**src/design/qte_pkg.sv**
```systemverilog
// Shared types, constants and helper functions for the quaternion to Euler angle pipeline.
// No dependencies. Imported by qte_cordic, qte_isqrt and quaternion_to_euler_angles.
`default_nettype none
package qte_pkg;

  localparam int OPW  = 35;  // CORDIC operand width (signed)
  localparam int ANGW = 36;  // internal angle width, 30 fraction bits

  localparam logic signed [ANGW-1:0] ANG_PI     = 36'sd3373259426;
  localparam logic signed [37:0]     ANG_PI_W   = 38'sd3373259426;
  localparam logic signed [37:0]     ANG_2PI_W  = 38'sd6746518852;
  localparam logic signed [32:0]     TEST_LIMIT = 33'sd535797170;
  localparam logic signed [15:0]     OUT_PI      = 16'sd25736;
  localparam logic signed [15:0]     OUT_HALF_PI = 16'sd12868;
  localparam int MAX_STEPS = 24;

  typedef enum logic [1:0] {
    POLE_NONE  = 2'd0,
    POLE_NORTH = 2'd1,
    POLE_SOUTH = 2'd2
  } pole_t;

  typedef struct packed {
    pole_t                  pole;
    logic signed [OPW-1:0]  hy;
    logic signed [OPW-1:0]  hx;
    logic signed [OPW-1:0]  by;
    logic signed [OPW-1:0]  bx;
    logic signed [33:0]     t;
  } side_t;

  // atan(2^-i), 30 fraction bits
  function automatic logic [29:0] atan_entry(input int unsigned i);
    logic [29:0] v;
    case (i)
      0: v = 30'd843314857;
      1: v = 30'd497837829;
      2: v = 30'd263043837;
      3: v = 30'd133525159;
      4: v = 30'd67021687;
      5: v = 30'd33543516;
      6: v = 30'd16775851;
      7: v = 30'd8388437;
      8: v = 30'd4194283;
      9: v = 30'd2097149;
      10: v = 30'd1048576;
      11: v = 30'd524288;
      12: v = 30'd262144;
      13: v = 30'd131072;
      14: v = 30'd65536;
      15: v = 30'd32768;
      16: v = 30'd16384;
      17: v = 30'd8192;
      18: v = 30'd4096;
      19: v = 30'd2048;
      20: v = 30'd1024;
      21: v = 30'd512;
      22: v = 30'd256;
      23: v = 30'd128;
      default: v = 30'd0;
    endcase
    return v;
  endfunction

  // 30 -> 13 fraction bits, round half up, symmetric saturation
  function automatic logic signed [15:0] to_q13(input logic signed [37:0] a,
                                                input logic signed [15:0] lim);
    logic signed [37:0] r;
    logic signed [37:0] l;
    r = (a + 38'sd65536) >>> 17;
    l = 38'(lim);
    if (r > l) r = l;
    if (r < -l) r = -l;
    return r[15:0];
  endfunction

endpackage
`default_nettype wire

```
**src/design/qte_isqrt.sv**
```systemverilog
// Pipelined restoring integer square root, one result bit per stage (31 stages).
// Depends on qte_pkg (imported for house consistency of the pipeline).
`default_nettype none
module qte_isqrt
  import qte_pkg::*;
(
  input  wire logic        clk,
  input  wire logic        ce,
  input  wire logic [60:0] rad,
  output logic      [30:0] root
);

  localparam int NS = 31;

  logic [61:0] vs [NS+1];
  logic [61:0] rs [NS+1];

  assign vs[0] = {1'b0, rad};
  assign rs[0] = '0;

  for (genvar i = 0; i < NS; i++) begin : g_stage
    localparam logic [61:0] BIT = 62'(1) << (2 * (NS - 1 - i));
    logic [61:0] trial;
    assign trial = rs[i] + BIT;
    always_ff @(posedge clk) begin
      if (ce) begin
        if (vs[i] >= trial) begin
          vs[i+1] <= vs[i] - trial;
          rs[i+1] <= (rs[i] >> 1) + BIT;
        end else begin
          vs[i+1] <= vs[i];
          rs[i+1] <= rs[i] >> 1;
        end
      end
    end
  end

  assign root = rs[NS][30:0];

endmodule
`default_nettype wire

```
**config.mk**
```make
export PLATFORM = sky130hd
export DESIGN_NAME = qte_isqrt
export DESIGN_NICKNAME = d
export VERILOG_FILES = /design/src/design/qte_pkg.sv /design/src/design/qte_isqrt.sv
export SDC_FILE = /design/constraint.sdc
export NUM_CORES = 2
export LEC_CHECK = 0
export CAP_MARGIN = 20
export CORE_MARGIN = 4
export CORE_UTILIZATION = 40
export DETAILED_ROUTE_END_ITERATION = 8
export DONT_BUFFER_PORTS = 1
export PLACE_DENSITY = 0.5
export SYNTH_ARGS = -nofsm -noshare
export SYNTH_HDL_FRONTEND = slang
export SYNTH_SLANG_ARGS = --single-unit
```
**constraint.sdc**
```tcl
create_clock -name clk -period 7 [get_ports clk]
set_input_delay 0 -clock clk [delete_from_list [all_inputs] [get_ports clk]]
set_output_delay 0 -clock clk [all_outputs]
set_load 0.01 [all_outputs]
```
Word-level counts from Yosys, hierarchy flattened:

Cells that the tools add are included.

* register bits after elaboration: 3751
* output and inout bits: 31
* input port bits: 63
* logic and storage cells: 273

* add/subtract/negate cells: 90
* mux-type cells: 61
* magnitude comparators: 31

Operator list (number)
* 2-to-1 mux 61 bit: 31
* greater-or-equal comparator 62 bit: 30
* 2-to-1 mux 62 bit: 29
* subtractor 62 bit: 29
* adder 61 x 11 -> 62 bit (second input constant): 1
* adder 61 x 13 -> 62 bit (second input constant): 1
* adder 61 x 15 -> 62 bit (second input constant): 1
* adder 61 x 17 -> 62 bit (second input constant): 1
* adder 61 x 19 -> 62 bit (second input constant): 1
* adder 61 x 21 -> 62 bit (second input constant): 1
* adder 61 x 23 -> 62 bit (second input constant): 1
* adder 61 x 25 -> 62 bit (second input constant): 1
* adder 61 x 27 -> 62 bit (second input constant): 1
* adder 61 x 29 -> 62 bit (second input constant): 1
* adder 61 x 3 -> 62 bit (second input constant): 1
* adder 61 x 31 -> 62 bit (second input constant): 1
* adder 61 x 33 -> 62 bit (second input constant): 1
* adder 61 x 35 -> 62 bit (second input constant): 1
* adder 61 x 37 -> 62 bit (second input constant): 1
* adder 61 x 39 -> 62 bit (second input constant): 1
* adder 61 x 41 -> 62 bit (second input constant): 1
* adder 61 x 43 -> 62 bit (second input constant): 1
* adder 61 x 45 -> 62 bit (second input constant): 1
* adder 61 x 47 -> 62 bit (second input constant): 1
* 43 further kinds: 43

Depth between registers and ports, before layout:

* depth after elaboration: 3
* gate-level depth with buffers: 14
* gate-level depth less buffers: 12

Least setup slack after synthesis:

OpenSTA, ideal clock, no wires.

* path type: flip-flop to flip-flop
* from: register vs[576] (netlist name)
* to: register vs[540] (netlist name), data pin
* path buffers: 1
* path slack: 3534 ps
* library setup time: 266 ps
* data required time: 6734 ps
* cell stages (with the launch flop): 12
* arrival time: 3200 ps
* clock period less this slack: 3466 ps
* cells stage by stage: edfxtp_1 > ha_1 > nor2b_4 > o31a_1 > o211a_1 > o41a_1 > a311o_1 > a221o_1 > or3b_1 > buf_6 > nor4_4 > xor2_1

* cells in the longest elaborated chain, start to end: 2
* elaborated cells on any way between the ends: 3
* those cells by class: add/sub: 1; order compare: 1; mux: 1

Ends and longest elaborated chain
* start: declaration: RTL line qte_isqrt.sv:15 `logic [61:0] vs [NS+1];`
* start signal: indexed assignment: RTL line qte_isqrt.sv:28 `vs[i+1] <= vs[i] - trial;`
* start signal: indexed assignment: RTL line qte_isqrt.sv:31 `vs[i+1] <= vs[i];`
* subtractor 62 bit / greater-or-equal comparator 62 bit (equally long branches): RTL line qte_isqrt.sv:28, qte_isqrt.sv:27
* 2-to-1 mux 62 bit (*): RTL line qte_isqrt.sv:27 `if (vs[i] >= trial) begin`

Mark *: on every way between the ends. The rest lies on a longest branch, timed or not.
A chain may end at the register's enable or synchronous reset.

Worst setup path after layout:

* from: input ce
* to: register vs[109] (netlist name) (enable)

RTL lines
* start: declaration: RTL line qte_isqrt.sv:8 `input wire logic ce,`

No word-level cell between the ends.

==> run metrics <==
clock-pin slew on the worst setup and hold paths 0.06 ns; violated checks slew limit; Min Hold Slack 0.275 ns; port bufs 0; clk sink count 2356; core area 0.280 sq mm; initial core utilization 40.3%; Synth Area in XOR/XNOR 6.34%; Detailed Place HPWL 208 mm; final wirelength 283 mm; Synth Area in Compound Gates 9.64%; Seq/Total Area, Yosys 62.6%; Max Cap Viol 0; Critical Path Fanout Max 248; Peak supply drop 203 uV; largest net degree at the start of global routing 269; total number of yosys warnings 0; RSZ-0062 raised after global routing false; DR vias/cell 5.42; register bit count reported by yosys 2356; min Tclk post-route 5.83 ns; H-tree Lvls 5; Post-synth EDFFs 2356; Slew @ Worst Pin 1.52 ns; final std cell area, no fill 0.128 sq mm; synth unique cells 92; Fill cells 25200; Setup crit start kind primary input; Post-CTS Resized 0; Adder-Cell Fraction of Synth Area 5.79%; root buffer cell clkbuf_16; first-pass GRT wire length 428 mm; Avg Inst Size Synth 12.5 sq um; CTS Buf Count 273; initial antenna violation count 10; worst clock skew 0.0514 ns; Die Area 0.291 sq mm; Avg WL per Cell 21.4 um; # setup viols final 0; largest family of logic cells by synthesized area simple AND/OR/NAND/NOR gates; Final GP Congestion 0.889; Die Width 539 um; crit-path max cell delay 0.80 ns; Synth Area in Simple Gates 12.1%; CP Capture Type register; number of global-route vias before repair 69600; crit path launch ce; DRT iter0 DRCs 5864; Relative slew margins -1.54%; slowest CP cell buf_16; area grow syn2layout 12.9%; Final Max Slew Viols 40; Vias 71600; ys flop type edfxtp_1; pwr/cell area 330 mW/mm^2; Worst EP required 7.45 ns; fin nets 9864; Die Y 539 um; class of the worst hold path in -> reg; Hold Fails Final Rpt 0; Final period util 83.3%; Buffers & Inverters on Critical Path 8; Detail Route Antenna Nets 0; Top Ports 94; outcome finished, violations left; multiplexer share of the synthesized area 0.647%; register area 0.0707 sq mm; Yosys top cell by area edfxtp_1; Fin Setup TNS 0 ns; multi-input logic area 0.0391 sq mm; R2R Path Start vs[134]$_DFFE_PP_; critical path class in -> reg; layout cell share with drive strength beyond 1 6.00%; Std-Cell Rows 194; Yosys top cell area share 62.6%; Synth Cell Area 0.113 sq mm; gr usage total 18.8%; CTS max path bufs 4; worst path cell trace dlygate4sd3_1 -> dlygate4sd3_1 -> buf_16 -> buf_16 -> buf_16 -> buf_16 -> buf_16 -> buf_16; fmax 172 MHz; DRT Pass-1 Iters 8; clock latency on the worst-skew pair 0.87 ns; crit-path leading delay family buffers and inverters; drt drc 0; DP Area 0.118 sq mm; Congestion Overflow GR 0; HP Start rad[51]; Syn Inst Count 9023; CP most frequent cell buf_16; crit path DAT 6.28 ns; CTS tree built; Async S/R FF share, synth 0%; ranking of synthesized cells by area edfxtp_1 (63%), ha_1 (5.8%), xnor2_1 (3.2%), xor2_1 (3.2%), a21oi_1 (2.4%); reg2reg setup slack 2.31 ns; Leak 46.8 nW
[report_power, final]
group / switching (mW) / internal, mW
combinational: 5.20 / 3.47
clock: 5.76 / 8.25
sequential: 1.52 / 17.9
total: 12.5 / 29.6
[Yosys cell counts (131+ instances only)]
master,number
a21o_1,131
xnor2_1,409
inv_1,650
nor4_1,304
nor3_1,230
nor2_1,605
nand3_1,136
nand4_1,135
ha_1,523
xor2_1,409
edfxtp_1,2356
nand2_1,634
a21oi_1,531
o21ai_0,489
clkbuf_1,151
[cells in the final DEF, fill, tap and decap left out, drive strengths merged, types with 45 or more instances in the layout]
master	n
nor2b	64
a21oi	531
nand4	135
ha	523
nand2b	100
nand2	634
dlygate4sd3	124
nand3	136
or2	48
xnor2	409
a211oi	63
nor3	232
o21a	124
mux2	56
inv	664
nor2	605
clkinv	110
a21o	131
xor2	409
clkbuf	324
and3	46
nor4	309
edfxtp	2356
a31oi	45
o21ai	491
or3	100
or4	62
[through the flow]
| step | utilization (%) | power [mW] | cells | setup WS, ns |
|---|---|---|---|---|
| 2_1_floorplan | - | 25.3 | 9024 | 3.53 |
| 3_3_place_gp | 42.0 | 28.3 | 12600 | 1.99 |
| 3_5_place_dp | 42.0 | 28.3 | 12600 | 1.82 |
| 4_1_cts | 45.5 | 42.6 | 13200 | 1.41 |
| 5_1_grt | 45.5 | 44.3 | 13200 | 0.918 |
| 6_report | 45.5 | 42.1 | 13200 | 1.17 |
[worst paths after layout]
| path | cells after the start | to |
|---|---|---|
| max | 8 | vs[109]$_DFFE_PP_ |
| min | 2 | vs[1911]$_DFFE_PP_ |
| max reg2reg | 10 | vs[117]$_DFFE_PP_ |
| min reg2reg | 0 | vs[637]$_DFFE_PP_ |
[logic make-up after synthesis]
family                     Yosys count
other                                1
DFF                               2356
and+or+nand+nor                   2666
muxes                               66
AOI/OAI and AO/OA                 1752
adders and majority gates          523
buffers and inverters              841
xor gates and xnor gates           818
[per-layer routing]
layer,GRT usage (%),share of wire [%],wire [um],up-vias
li1,-,-,-,34300
met1,26.6,46,131000,35200
met2,30.6,47,132000,1679
met3,2.71,4.7,13300,426
met4,4.69,2.5,7070,4
met5,0,0.012,34,-
[state kept, by name (all words and copies together), names as in the netlist]
signal and cells:
rs 465, vs 1860, root 31
[repair_timing]
action | in CTS | in global routing
setup buffers | 0 | 0
setup endpoints to repair | 0 | 0
hold buffers | 124 | 0
hold endpoints to repair | 258 | 0
[final cells by class]
class / count / share of cell area [%]
inverter: 652 / 1.92
clock inverter: 156 / 1.29
antenna: 4 / 0.00785
sequential: 2356 / 55.5
tap: 3724 / 3.65
clock buffer: 324 / 5.54
timing repair buffer: 168 / 1.43
multi-input combinational: 5827 / 30.7
Power figures use the tool's default switching activity.
